`src/hw/rtl/bsoc_pkg.sv`:
```
// Shared types and constants for the battery state-of-charge estimator.
`timescale 1ns / 1ps
`default_nettype none

package bsoc_pkg;

  localparam int SAMPLE_W = 11;
  localparam int CURVE_MV_W = 13;
  localparam int PCT_W = 7;
  localparam int PREV_W = 8;
  localparam int CURVE_POINTS = 21;
  localparam int IDX_W = 5;
  localparam int QUOT_W = 7;
  localparam int QSTEP_W = 3;
  localparam int NUM_W = CURVE_MV_W + PCT_W;
  localparam int OUT_MV_W = 13;

  localparam logic [PREV_W-1:0] PCT_NONE = 8'd255;
  localparam logic [PREV_W-1:0] PCT_LIMIT = 8'd100;
  localparam logic [PCT_W-1:0] PCT_FULL = 7'd100;
  localparam logic [PCT_W-1:0] PCT_EMPTY = 7'd0;
  localparam logic [PCT_W-1:0] MAX_DROP_RESET = 7'd10;
  localparam logic [OUT_MV_W-1:0] MV_FIELD_MAX = 13'd8191;
  localparam logic [IDX_W-1:0] LAST_IDX = 5'd20;

  // LiPo discharge curve, from full charge down to empty.
  localparam logic [CURVE_MV_W-1:0] CURVE_MV [CURVE_POINTS] = '{
    13'd4200, 13'd4150, 13'd4110, 13'd4080, 13'd4020, 13'd3980, 13'd3950,
    13'd3910, 13'd3870, 13'd3850, 13'd3840, 13'd3820, 13'd3800, 13'd3790,
    13'd3770, 13'd3750, 13'd3730, 13'd3710, 13'd3690, 13'd3610, 13'd3270
  };
  localparam logic [PCT_W-1:0] CURVE_PCT [CURVE_POINTS] = '{
    7'd100, 7'd95, 7'd90, 7'd85, 7'd80, 7'd75, 7'd70,
    7'd65, 7'd60, 7'd55, 7'd50, 7'd45, 7'd40, 7'd35,
    7'd30, 7'd25, 7'd20, 7'd15, 7'd10, 7'd5, 7'd0
  };

  typedef enum logic [2:0] {
    ST_IDLE,
    ST_CHECK,
    ST_WALK,
    ST_MUL,
    ST_DIV,
    ST_LIMIT
  } state_t;

endpackage

`default_nettype wire

```
`src/hw/rtl/battery_soc_curve_estimator.sv`:
```
// Top level: median, scaling, curve lookup with interpolation and fall limiting.
`timescale 1ns / 1ps
`default_nettype none

// Takes three divider-side millivolt samples per transfer and returns the battery
// voltage (median times DIVIDER_RATIO, saturated at 8191) and a state of charge
// from a 21-point LiPo curve, with drops limited to max_drop per estimate. One
// item is in work at a time. The median and scaling are registered with the input
// transfer, then the end-of-curve checks run; inside the curve there follow a walk
// through the synchronous curve ROM, one curve entry per cycle (up to 20), the
// ST_MUL setup state, seven steps of the restoring divider and the limiter state.
// The limiter state repeats while the output register still holds an earlier
// result that has not been taken.
// The input is accepted again as soon as the block is idle, even while the last
// result still waits in the output register.
module battery_soc_curve_estimator #(
  parameter int DIVIDER_RATIO = 5
) (
  input  wire logic        clk,
  input  wire logic        rst,
  input  wire logic        cfg_wr_en,
  input  wire logic [6:0]  cfg_wr_data,
  input  wire logic        s_tvalid,
  output logic             s_tready,
  // [10:0] sample_first, [21:11] sample_second, [32:22] sample_third
  input  wire logic [39:0] s_tdata,
  output logic             m_tvalid,
  input  wire logic        m_tready,
  // [12:0] battery_millivolts, [19:13] charge_percent
  output logic [23:0]      m_tdata
);

  localparam int PROD_W = bsoc_pkg::SAMPLE_W + $clog2(DIVIDER_RATIO);
  localparam int MV_W = (PROD_W > bsoc_pkg::CURVE_MV_W) ? PROD_W : bsoc_pkg::CURVE_MV_W;

  bsoc_pkg::state_t state, state_next;

  logic [bsoc_pkg::IDX_W-1:0]      idx, idx_next;
  logic [bsoc_pkg::CURVE_MV_W-1:0] rom_mv;
  logic [bsoc_pkg::PCT_W-1:0]      rom_pct;
  logic [bsoc_pkg::CURVE_MV_W-1:0] hi_mv;
  logic [bsoc_pkg::PCT_W-1:0]      hi_pct;
  logic [bsoc_pkg::PCT_W-1:0]      lo_pct;
  logic [bsoc_pkg::CURVE_MV_W-1:0] span;
  logic [bsoc_pkg::NUM_W-1:0]      rem;
  logic [bsoc_pkg::QUOT_W-1:0]     quot;
  logic [bsoc_pkg::QSTEP_W-1:0]    qstep;
  logic [MV_W-1:0]                 mv;
  logic [bsoc_pkg::PREV_W-1:0]     pct;
  logic [bsoc_pkg::PREV_W-1:0]     prev_pct;
  logic [bsoc_pkg::PCT_W-1:0]      max_drop;
  logic [bsoc_pkg::OUT_MV_W-1:0]   out_mv;
  logic [bsoc_pkg::PCT_W-1:0]      out_pct;

  logic [bsoc_pkg::SAMPLE_W-1:0] sa, sb, sc, med;
  logic                          in_xfer;
  logic                          out_free;
  logic                          seg_hit;
  logic [bsoc_pkg::CURVE_MV_W-1:0] diff;
  logic [bsoc_pkg::NUM_W-1:0]    span_sh;
  logic [bsoc_pkg::PREV_W-1:0]   pct_lim;

  assign sa = s_tdata[10:0];
  assign sb = s_tdata[21:11];
  assign sc = s_tdata[32:22];

  always_comb begin
    if ((sa <= sb && sb <= sc) || (sc <= sb && sb <= sa)) begin
      med = sb;
    end else if ((sb <= sa && sa <= sc) || (sc <= sa && sa <= sb)) begin
      med = sa;
    end else begin
      med = sc;
    end
  end

  assign in_xfer  = s_tvalid && s_tready;
  assign out_free = !m_tvalid || m_tready;
  assign seg_hit  = mv >= MV_W'(rom_mv);
  assign diff     = bsoc_pkg::CURVE_MV_W'(mv - MV_W'(rom_mv));
  assign span_sh  = bsoc_pkg::NUM_W'(span) << qstep;

  // Fall limiter; an out-of-range previous value means there is no estimate yet.
  always_comb begin
    pct_lim = pct;
    if (prev_pct <= bsoc_pkg::PCT_LIMIT && pct < prev_pct &&
        (prev_pct - pct) > bsoc_pkg::PREV_W'(max_drop)) begin
      pct_lim = prev_pct - bsoc_pkg::PREV_W'(max_drop);
    end
  end

  always_ff @(posedge clk) begin
    if (rst) begin
      state <= bsoc_pkg::ST_IDLE;
      idx   <= '0;
    end else begin
      state <= state_next;
      idx   <= idx_next;
    end
  end

  always_comb begin
    state_next = state;
    idx_next   = idx;
    s_tready   = 1'b0;
    case (state)
      bsoc_pkg::ST_IDLE: begin
        s_tready = 1'b1;
        if (s_tvalid) begin
          state_next = bsoc_pkg::ST_CHECK;
        end
      end
      bsoc_pkg::ST_CHECK: begin
        if (mv >= MV_W'(bsoc_pkg::CURVE_MV[0]) ||
            mv <= MV_W'(bsoc_pkg::CURVE_MV[bsoc_pkg::CURVE_POINTS-1])) begin
          state_next = bsoc_pkg::ST_LIMIT;
        end else begin
          idx_next   = bsoc_pkg::IDX_W'(1);
          state_next = bsoc_pkg::ST_WALK;
        end
      end
      bsoc_pkg::ST_WALK: begin
        if (seg_hit) begin
          state_next = bsoc_pkg::ST_MUL;
        end else if (idx == bsoc_pkg::LAST_IDX) begin
          state_next = bsoc_pkg::ST_LIMIT;
        end else begin
          idx_next = idx + bsoc_pkg::IDX_W'(1);
        end
      end
      bsoc_pkg::ST_MUL: begin
        if (span == '0 || hi_pct < lo_pct) begin
          state_next = bsoc_pkg::ST_LIMIT;
        end else begin
          state_next = bsoc_pkg::ST_DIV;
        end
      end
      bsoc_pkg::ST_DIV: begin
        if (qstep == '0) begin
          state_next = bsoc_pkg::ST_LIMIT;
        end
      end
      bsoc_pkg::ST_LIMIT: begin
        if (out_free) begin
          state_next = bsoc_pkg::ST_IDLE;
        end
      end
      default: begin
        state_next = bsoc_pkg::ST_IDLE;
      end
    endcase
  end

  // Curve ROM with a registered read port; it always holds the entry at idx.
  always_ff @(posedge clk) begin
    rom_mv  <= bsoc_pkg::CURVE_MV[idx_next];
    rom_pct <= bsoc_pkg::CURVE_PCT[idx_next];
  end

  always_ff @(posedge clk) begin
    if (rst) begin
      max_drop <= bsoc_pkg::MAX_DROP_RESET;
    end else if (cfg_wr_en) begin
      max_drop <= cfg_wr_data;
    end
  end

  always_ff @(posedge clk) begin
    if (rst) begin
      prev_pct <= bsoc_pkg::PCT_NONE;
      m_tvalid <= 1'b0;
    end else begin
      if (state == bsoc_pkg::ST_LIMIT && out_free) begin
        m_tvalid <= 1'b1;
        prev_pct <= pct_lim;
      end else if (m_tready) begin
        m_tvalid <= 1'b0;
      end
    end
  end

  always_ff @(posedge clk) begin
    case (state)
      bsoc_pkg::ST_IDLE: begin
        if (in_xfer) begin
          mv <= MV_W'(MV_W'(med) * MV_W'(DIVIDER_RATIO));
        end
      end
      bsoc_pkg::ST_CHECK: begin
        hi_mv  <= bsoc_pkg::CURVE_MV[0];
        hi_pct <= bsoc_pkg::CURVE_PCT[0];
        if (mv >= MV_W'(bsoc_pkg::CURVE_MV[0])) begin
          pct <= bsoc_pkg::PREV_W'(bsoc_pkg::PCT_FULL);
        end else begin
          pct <= bsoc_pkg::PREV_W'(bsoc_pkg::PCT_EMPTY);
        end
      end
      bsoc_pkg::ST_WALK: begin
        if (seg_hit) begin
          lo_pct <= rom_pct;
          span   <= hi_mv - rom_mv;
          rem    <= bsoc_pkg::NUM_W'(diff) *
                    bsoc_pkg::NUM_W'(hi_pct - rom_pct);
        end else begin
          hi_mv  <= rom_mv;
          hi_pct <= rom_pct;
          pct    <= bsoc_pkg::PREV_W'(bsoc_pkg::PCT_EMPTY);
        end
      end
      bsoc_pkg::ST_MUL: begin
        pct   <= bsoc_pkg::PREV_W'(lo_pct);
        quot  <= '0;
        qstep <= bsoc_pkg::QSTEP_W'(bsoc_pkg::QUOT_W - 1);
      end
      bsoc_pkg::ST_DIV: begin
        // One quotient bit per cycle, most significant first.
        if (rem >= span_sh) begin
          rem         <= rem - span_sh;
          quot[qstep] <= 1'b1;
        end
        qstep <= qstep - bsoc_pkg::QSTEP_W'(1);
        if (qstep == '0) begin
          pct <= bsoc_pkg::PREV_W'(lo_pct) + bsoc_pkg::PREV_W'(quot) +
                 bsoc_pkg::PREV_W'(rem >= span_sh);
        end
      end
      bsoc_pkg::ST_LIMIT: begin
        if (out_free) begin
          if (mv > MV_W'(bsoc_pkg::MV_FIELD_MAX)) begin
            out_mv <= bsoc_pkg::MV_FIELD_MAX;
          end else begin
            out_mv <= bsoc_pkg::OUT_MV_W'(mv);
          end
          out_pct <= pct_lim[bsoc_pkg::PCT_W-1:0];
        end
      end
      default: begin
      end
    endcase
  end

  assign m_tdata = {4'b0000, out_pct, out_mv};

endmodule

`default_nettype wire
```
`config.mk`:
```
export PLATFORM = sky130hd
export DESIGN_NAME = battery_soc_curve_estimator
export DESIGN_NICKNAME = d
export VERILOG_FILES = /design/src/hw/rtl/bsoc_pkg.sv /design/src/hw/rtl/battery_soc_curve_estimator.sv
export SDC_FILE = /design/constraint.sdc
export NUM_CORES = 1
export LEC_CHECK = 0
export BUFFER_PORTS_ARGS = -buffer_cell sky130_fd_sc_hd__buf_4
export CORE_MARGIN = 1
export CORE_UTILIZATION = 40
export CTS_BUF_LIST = sky130_fd_sc_hd__clkbuf_4
export CTS_CLUSTER_SIZE = 12
export DETAILED_ROUTE_END_ITERATION = 10
export PLACE_DENSITY = 0.56
export SYNTH_ARGS = -nofsm -noshare
export SYNTH_HDL_FRONTEND = slang
export SYNTH_SLANG_ARGS = --single-unit
export TNS_END_PERCENT = 20
```
`constraint.sdc`:
```
create_clock -name clk -period 12.9 [get_ports clk]
set_input_delay 1.935 -clock clk [delete_from_list [all_inputs] [get_ports clk]]
set_output_delay 1.935 -clock clk [all_outputs]
set_load 0.05 [all_outputs]
```
After elaboration in Yosys (flattened, before gate mapping)
Memory sizes are Yosys's and may differ from the RTL's. A register that Yosys moved wholly into a read port is not among the register bits. Cells that the tools add are included. Widths: inputs -> output; s select.

Register bits after elaboration: 136. Word-level logic and storage cells: 128. ROM bits: 640. Output and inout bits: 26. Memories kept: 2. Input bits: 52.

Memory list: (name not given) (depth 32, bits a word 13, read ports 1, clocked after Yosys merged registers in 1, write ports 0, RTL line battery_soc_curve_estimator.sv:156) `rom_mv <= bsoc_pkg::CURVE_MV[idx_next];`; (name not given) (depth 32, bits a word 7, read ports 1, clocked after Yosys merged registers in 1, write ports 0, RTL line battery_soc_curve_estimator.sv:157) `rom_pct <= bsoc_pkg::CURVE_PCT[idx_next];`.

$mul: 2. $add $sub $neg: 10. Reductions and logical operators: 31. Equality and inequality tests: 13. Bitwise logic cells: 2. Mux-type cells: 34. Magnitude comparators: 17. Shifts and indexed selects: 1.

Operators with widths (number): $le 11x11->1 (6); $mux 20 (2); $pmux 20 s2 (1); $pmux 8 s4 (1); $pmux 7 s2 (2); $pmux 13 s2 (1); $sub 13x13->13 (2); $mux 8 (3); $mux 11 (2); $mux 7 (3); $ge 20x20->1 (1); $mul 14x8->20 (1); $shl 13x3->20 (1); $sub 20x20->20 (1); $mux 3 (6); $pmux 3 s6 (1); $mux 5 (3); $ge 14x13->1 (1); $ge 14x13->1 const B (1); $gt 14x13->1 const B (1); $le 14x12->1 const B (1); $mul 11x3->14 const B (1); $logic_not 13->1 (1); $mux 13 (1); 34 further kinds (66).

Depth between registers and ports, before layout
Gate-level depths: netlist of the first run.

Depth after elaboration: 7. Depth in mapped cells: 30. Mapped depth without buffers: 30.

Worst setup path before layout of the first run
OpenSTA, ideal clock, no wires.

Path kind: flip-flop to flip-flop. Start: register mv[1]. End: register rem[19] in the netlist's numbering, data pin. Library setup time: 0.272 ns. Stages on the path, launching flop included: 28. Required time: 12.628 ns. Period minus slack after synthesis: 6.754 ns. Arrival time: 6.482 ns. Slack: 6.146 ns. Buffers on the path: 0. Cell sequence: edfxtp_1 inv_1 ha_1 inv_1 fa_1 a21o_1 a21oi_1 o21ai_0 a21oi_1 o21bai_1 a21oi_1 xor2_1 nor2_1 fa_1 fa_1 fa_1 inv_1 fa_1 inv_1 ha_1 inv_1 o21ai_0 a211oi_1 or3_1 o21ai_1 a21oi_1 mux2i_1 or4b_1.

Word-level cells in the longest chain between the ends: 4.

RTL lines: start: declaration (RTL line battery_soc_curve_estimator.sv:48) `logic [MV_W-1:0] mv;`; start signal: assignment (RTL line battery_soc_curve_estimator.sv:186) `mv <= MV_W'(MV_W'(med) * MV_W'(DIVIDER_RATIO));`; $sub 13x13->13 (RTL line battery_soc_curve_estimator.sv:80) `assign diff = bsoc_pkg::CURVE_MV_W'(mv - MV_W'(rom_mv));`; $mul 14x8->20 (RTL line battery_soc_curve_estimator.sv:202) `rem <= bsoc_pkg::NUM_W'(diff) *`; $mux 20 (RTL line battery_soc_curve_estimator.sv:199) `if (seg_hit) begin`; $pmux 20 s2 (RTL line battery_soc_curve_estimator.sv:183) `case (state)`; end signal: assignment (RTL line battery_soc_curve_estimator.sv:202); end signal: assignment (RTL line battery_soc_curve_estimator.sv:218) `rem <= rem - span_sh;`; end: declaration (RTL line battery_soc_curve_estimator.sv:45) `logic [bsoc_pkg::NUM_W-1:0] rem;`.

No other way between the ends. The select of a mux whose other input is x is not followed. A chain may end at the register's enable or synchronous reset.

Worst setup path in the final report of the first run
Start: register rom_mv[1] in the netlist's numbering. End: register rem[19] in the netlist's numbering, data pin.

Word-level cells in the longest chain between the ends: 4.

RTL lines: start: declaration (RTL line battery_soc_curve_estimator.sv:39) `logic [bsoc_pkg::CURVE_MV_W-1:0] rom_mv;`; $sub 13x13->13 (RTL line battery_soc_curve_estimator.sv:80); $mul 14x8->20 (RTL line battery_soc_curve_estimator.sv:202); $mux 20 (RTL line battery_soc_curve_estimator.sv:199); $pmux 20 s2 (RTL line battery_soc_curve_estimator.sv:183).

No other way between the ends. The select of a mux whose other input is x is not followed.

==> results_dict.tcl, run 1 <==
set metrics [dict create \
    clk-insertion-delay-late_ps 620 \
    final-max-slew-violation-count 0 \
    slew-limit-headroom 0.184 \
    synth.cell_area_um2 14600 \
    synth-main-ff-cell "edfxtp_1" \
    synthesis.area_per_instance_um2 9.04 \
    clk_pin_slew_ps 140 \
    ff2ff_setup_slack_ps 5330 \
    final_cells 2142 \
    cts_setup_buffers 0 \
    first_pass_grt_wire_length_um 55200 \
    synthMuxAreaShare 0.0343 \
    drt.antenna.violating_nets 0 \
    critical-path-top-cell-by-count "fa_1" \
    drt_first_pass_iters 7 \
    critical-path-max-stage-delay_ps 550 \
    synth_edf_count 109 \
    grt_antenna_before_repair 1 \
    drt-vias-per-instance 5.24 \
    yosysTopAreaCellShare 0.225 \
    layout-drive-gt1-share 0.0923 \
    detailedPlace.worstSlack_ps 5330 \
    synth-xor-area-share 0.0439 \
    grt.overflow.total 0 \
    path_buf_inv 4 \
    vias 11200 \
    coreArea_um2 35700 \
    die_y_um 193 \
    timing.rr.end "rem[19]" \
    critPathKind "reg2reg" \
    detail_route.drc_violations 0 \
    synth_seq_area_share 0.282 \
    finalSetupTns_ps 0 \
    synth_compound_gate_area_share 0.147 \
    yosysUniqueCellTypes 77 \
    rr_startpoint "rom_mv[1]" \
    synth.cells.most_frequent "205 x inv_1, 196 x nor2_1, 192 x ha_1, 109 x edfxtp_1, 101 x a21oi_1" \
    drt-total-wl_um 34200 \
    worstMarginPinSlew_ps 1220 \
    nets 1986 \
    place.detailed.instances 2109 \
    avgRoutedWirePerCell_um 16.0 \
    timing.final.hold_violations 0 \
    cts_resized 0 \
    io-pin-count 78 \
    worstSetupStartpointType "register" \
    final_period_minus_worst_setup_slack_ps 7570 \
    maxClockFrequency_mhz 132 \
    initial_standard_cell_utilization_of_the_core 0.408 \
    first_global_vias 10800 \
    dp_hpwl_um 27500 \
    setup_ws_final_ps 5330 \
    cts_htree_levels 4 \
    placementRows 69 \
    worstSetupEndpointType "register" \
    post_synth_fa_ha_maj_area_fraction 0.268 \
    detailedRoute.firstIterationViolations 515 \
    hold_path_depth 0 \
    hold_slack_ps 465 \
    synthSimpleGateAreaFrac 0.157 \
    clockBufferDepth 2 \
    placement.io_buffers 66 \
    yosysMostFrequentCell "inv_1" \
    maxCapViolations 0 \
    clock-root-buffer "clkbuf_4" \
    report.final.setup_viol 0 \
    grt.total_usage 0.190 \
    timing.clock.skew_ps 45.6 \
    synth_top_cell_by_area "edfxtp_1" \
    post_cts_hold_buffer_count 0 \
    rsz0062_at_grt "no" \
    critical-path-slowest-cell "xor2_1" \
    synthesis.instances 1612 \
    numCtsBuffers 17 \
    critical_path_peak_fanout 8 \
    cp_data_required_time_ps 13240 \
    layout-area-overhead-vs-synth_pct 9.02 \
    min_delay_worst_endpoint "lo_pct[5]" \
    cts_tree "done" \
    combinational_family_with_the_most_area_after_synthesis "adder cells" \
    grt_start_max_net_pins 35 \
    gpl.final_weighted_congestion 0.826 \
    worst_reg_to_reg_cells 26 \
    cts_num_sinks 151 \
    fillers 3543 \
    floorplan.die_area_um2 37200 \
    synth.area.top_cells "edfxtp_1 22%, ha_1 16%, fa_1 10%, dfxtp_1 5.8%, inv_1 5.3%" \
    cp_top_family "adder cells" \
    hold_path_startpoint "rom_pct[5]" \
    yosys_register_bits 151 \
    outcome "finished clean" \
    critPathArrivalTime_ps 7900 \
    async_flop_share 0 \
    post-route-period-util 0.587 \
    hold_class "reg2reg" \
    chipWidth_um 193 \
    synth.yosys.warnings 0 \
]
[placed cells by master (no fill, tap or decap), types with 5 or more instances in the layout]
master    instances
o211ai_1          9
a211oi_1         19
buf_4            80
and3_1            7
nand4_1          19
a21o_1           32
mux2i_1          42
o21ai_1          10
o21ai_0          74
or3_1            13
nand4b_1          5
xor2_1           22
a31oi_1           7
dfxtp_1          42
edfxtp_1        109
nand2b_1         23
nand2_1          88
o21bai_1         12
o21a_1            8
xnor2_1          51
or2_2            22
nor3_1           20
a21boi_0          6
a21oi_1         101
inv_1           205
and2_1           11
o31a_1            5
nor4_1            9
nor2_1          196
fa_1             75
ha_1            192
o22ai_1           8
clkbuf_4         18
nor2b_1          29
o31ai_1           5
mux2_2            5
nand3_1          22
[routing by layer]
| metal | track usage | vias up | part of all wire |
|---|---|---|---|
| met4 | 0.0421 | 0 | 0.012 |
| met5 | 0 | - | 0 |
| li1 | - | 5678 | - |
| met1 | 0.259 | 5358 | 0.48 |
| met3 | 0.0256 | 25 | 0.029 |
| met2 | 0.318 | 153 | 0.48 |
[cell families (layout without fill, tap and decap cells)]
group | count (synthesis) | in the layout
flops | 151 | 151
xor+xnor | 73 | 73
simple gates | 480 | 480
mux | 48 | 48
other cells | 1 | 5
buf+inv | 256 | 321
fa+ha+maj | 267 | 267
compound gates | 336 | 336
[per-stage QoR]
stage / utilization / cell area (um2)
after floorplan: - / 14600
after global placement: 0.436 / 15600
after detailed placement: 0.436 / 15600
after CTS: 0.445 / 15900
after global routing: 0.445 / 15900
final: 0.445 / 15900
[flip-flops by register name, summed over array words and instances (netlist names), 8 cells and up]
| register | count |
|---|---|
| rom_mv | 11 |
| hi_mv | 11 |
| pct | 8 |
| prev_pct | 8 |
| span | 12 |
| mv | 14 |
| out_mv | 13 |
| rem | 20 |
[layout make-up]
class / count / area, um2 / share of cell area
diodes: 1 / 2.50 / 0.000157
clock buffers: 18 / 135 / 0.00850
clock inverters: 14 / 184 / 0.0116
inverters: 209 / 785 / 0.0494
multi-input cells: 1208 / 9490 / 0.597
flip-flops and latches: 151 / 4110 / 0.259
well taps: 461 / 577 / 0.0363
repair buffers: 80 / 601 / 0.0378
[worst max-delay path by stage]
stage,start,to,cells past startpoint
after detailed placement,rom_mv[1],rem[19],26
after CTS,rom_mv[1],rem[19],26
after floorplan,mv[1],rem[19],27
after global placement,rom_mv[1],rem[19],26
after global routing,rom_mv[1],rem[19],26
final,rom_mv[1],rem[19],26
Power of run 1 is left out: the tool's default activity adds up to more than one toggle a clock period on the data nets, which glitch-free logic cannot reach.
==> run 2, diff against run 1 <==
clock period = 7.48 ns   (was 12.9 ns; I/O delays follow)
==> results_dict.tcl, run 2 (synthesis results as in run 1) <==
set metrics [dict create \
    outcome "finished clean" \
    instance_area_after_placement_um2 15600 \
    critPathArrivalTime_ps 7450 \
    hold_path_depth 0 \
    critical-path-max-stage-delay_ps 550 \
    cts_num_sinks 151 \
    report.final.setup_viol 0 \
    grt_start_max_net_pins 38 \
    largest_register "rem" \
    grt_antenna_before_repair 1 \
    largest_register_ff_count 20 \
    post-route-period-util 0.951 \
    fillers 3507 \
    mostFrequentLayoutCells "205 x inv_1, 195 x nor2_1, 192 x ha_1, 109 x edfxtp_1, 98 x a21oi_1" \
    min_delay_worst_endpoint "lo_pct[5]" \
    layout-drive-gt1-share 0.101 \
    first_pass_grt_wire_length_um 54800 \
    numCtsBuffers 17 \
    maxClockFrequency_mhz 141 \
    coreArea_um2 35700 \
    slew-limit-headroom 0.189 \
    timing.critical_path.depth 27 \
    first_global_vias 10700 \
    clockBufferDepth 2 \
    grt.total_usage 0.189 \
    die_y_um 193 \
    hold_class "reg2reg" \
    detailedRoute.firstIterationViolations 469 \
    worstMarginPinSlew_ps 1210 \
    reg_top3 "rem x20, mv x14, out_mv x13" \
    layout_commonest_cell "inv_1" \
    timing.rr.end "rem[19]" \
    worstSetupStartpointType "register" \
    rsz0062_at_grt "no" \
    drt_first_pass_iters 7 \
    ff2ff_setup_slack_ps 370 \
    detail_route.drc_violations 0 \
    drt.antenna.violating_nets 0 \
    clk_pin_slew_ps 150 \
    layout-area-overhead-vs-synth_pct 9.65 \
    final_cell_area_um2 16000 \
    path_buf_inv 5 \
    grt.overflow.total 0 \
    floorplan.die_area_um2 37200 \
    initial_standard_cell_utilization_of_the_core 0.408 \
    critical-path-top-cell-by-count "fa_1" \
    final-max-slew-violation-count 0 \
    hold_path_startpoint "rom_pct[5]" \
    dp_hpwl_um 27600 \
    seqCellArea_um2 4110 \
    cts_setup_buffers 0 \
    drt-vias-per-instance 5.28 \
    cts_htree_levels 4 \
    io-pin-count 78 \
    cp_top_family "adder cells" \
    chipWidth_um 193 \
    maxCapViolations 0 \
    gpl.final_weighted_congestion 0.845 \
    drt-total-wl_um 34500 \
    placement.io_buffers 66 \
    timing.final.hold_violations 0 \
    finalSetupTns_ps 0 \
    clock-root-buffer "clkbuf_4" \
    cp_data_required_time_ps 7810 \
    worst_reg_to_reg_cells 27 \
    worstSetupEndpointType "register" \
    final_period_minus_worst_setup_slack_ps 7110 \
    critical-path-slowest-cell "fa_1" \
    timing.clock.skew_ps 22.7 \
    vias 11400 \
    clk-insertion-delay-late_ps 590 \
    nets 1994 \
    avgRoutedWirePerCell_um 16.1 \
    cts_tree "done" \
    multi_input_area_um2 9530 \
    critical_path_peak_fanout 11 \
    rr_startpoint "hi_pct[0]" \
    critPathKind "reg2reg" \
    placementRows 69 \
]
==> run 2: cell types whose count changed in the layout (fill, tap and decap cells not counted), moves of 2 or more <==
cell | before | now
inv_8 | 2 | 0
inv_4 | 3 | 0
a21oi_1 | 101 | 98
a21oi_2 | 1 | 4
buf_4 | 80 | 88
clkinvlp_4 | 0 | 6
==> run 2: cell type report <==
cell class                      instances  share of cell area
Multi-Input combinational cell       1208               0.597
Timing Repair Buffer                   88              0.0413
Clock inverter                         14              0.0109
Antenna cell                            1            0.000157
Sequential cell                       151               0.257
Clock buffer                           18             0.00846
Inverter                              209              0.0491
Tap cell                              461              0.0361
==> run 2: what timing repair did <==
action,4_1_cts,5_1_grt
gates resized for setup,0,10
setup endpoints to repair,0,2
hold buffers,0,0
==> run 2: per-layer routing <==
layer / up-vias / routed length, um / GRT usage
met2: 176 / 16500 / 0.313
met4: 0 / 496 / 0.0445
met3: 28 / 1100 / 0.0249
met1: 5453 / 16500 / 0.258
met5: - / 0 / 0
li1: 5696 / - / -
==> run 2: how the worst max path moves through the flow <==
| stage | start | to |
|---|---|---|
| final | hi_pct[0] | rem[19] |
| after global routing | hi_pct[0] | rem[19] |
| after CTS | mv[1] | rem[19] |
| after detailed placement | mv[1] | rem[19] |
| after global placement | mv[1] | rem[19] |
| after floorplan | mv[1] | rem[19] |
==> run 2: metrics by stage <==
step | hold WS (ps) | std cells | util | setup WS, ps
final | 455 | 2150 | 0.447 | 366
after global routing | 469 | 2150 | 0.447 | 0.365
after CTS | 460 | 2149 | 0.446 | 188
after detailed placement | 424 | 2117 | 0.437 | 228
after global placement | 423 | 2117 | 0.437 | 245
after floorplan | 408 | 1615 | - | 726
==> run 2: worst reg2reg max path: cells and delay by family (launching register included) <==
kind	cells	cell delay, ps
compound gates	9	1350
xor+xnor	1	330
fa+ha+maj	7	3010
buf+inv	5	490
flops	1	440
mux	1	150
simple gates	4	1110
Power of run 2 is left out for the same reason.
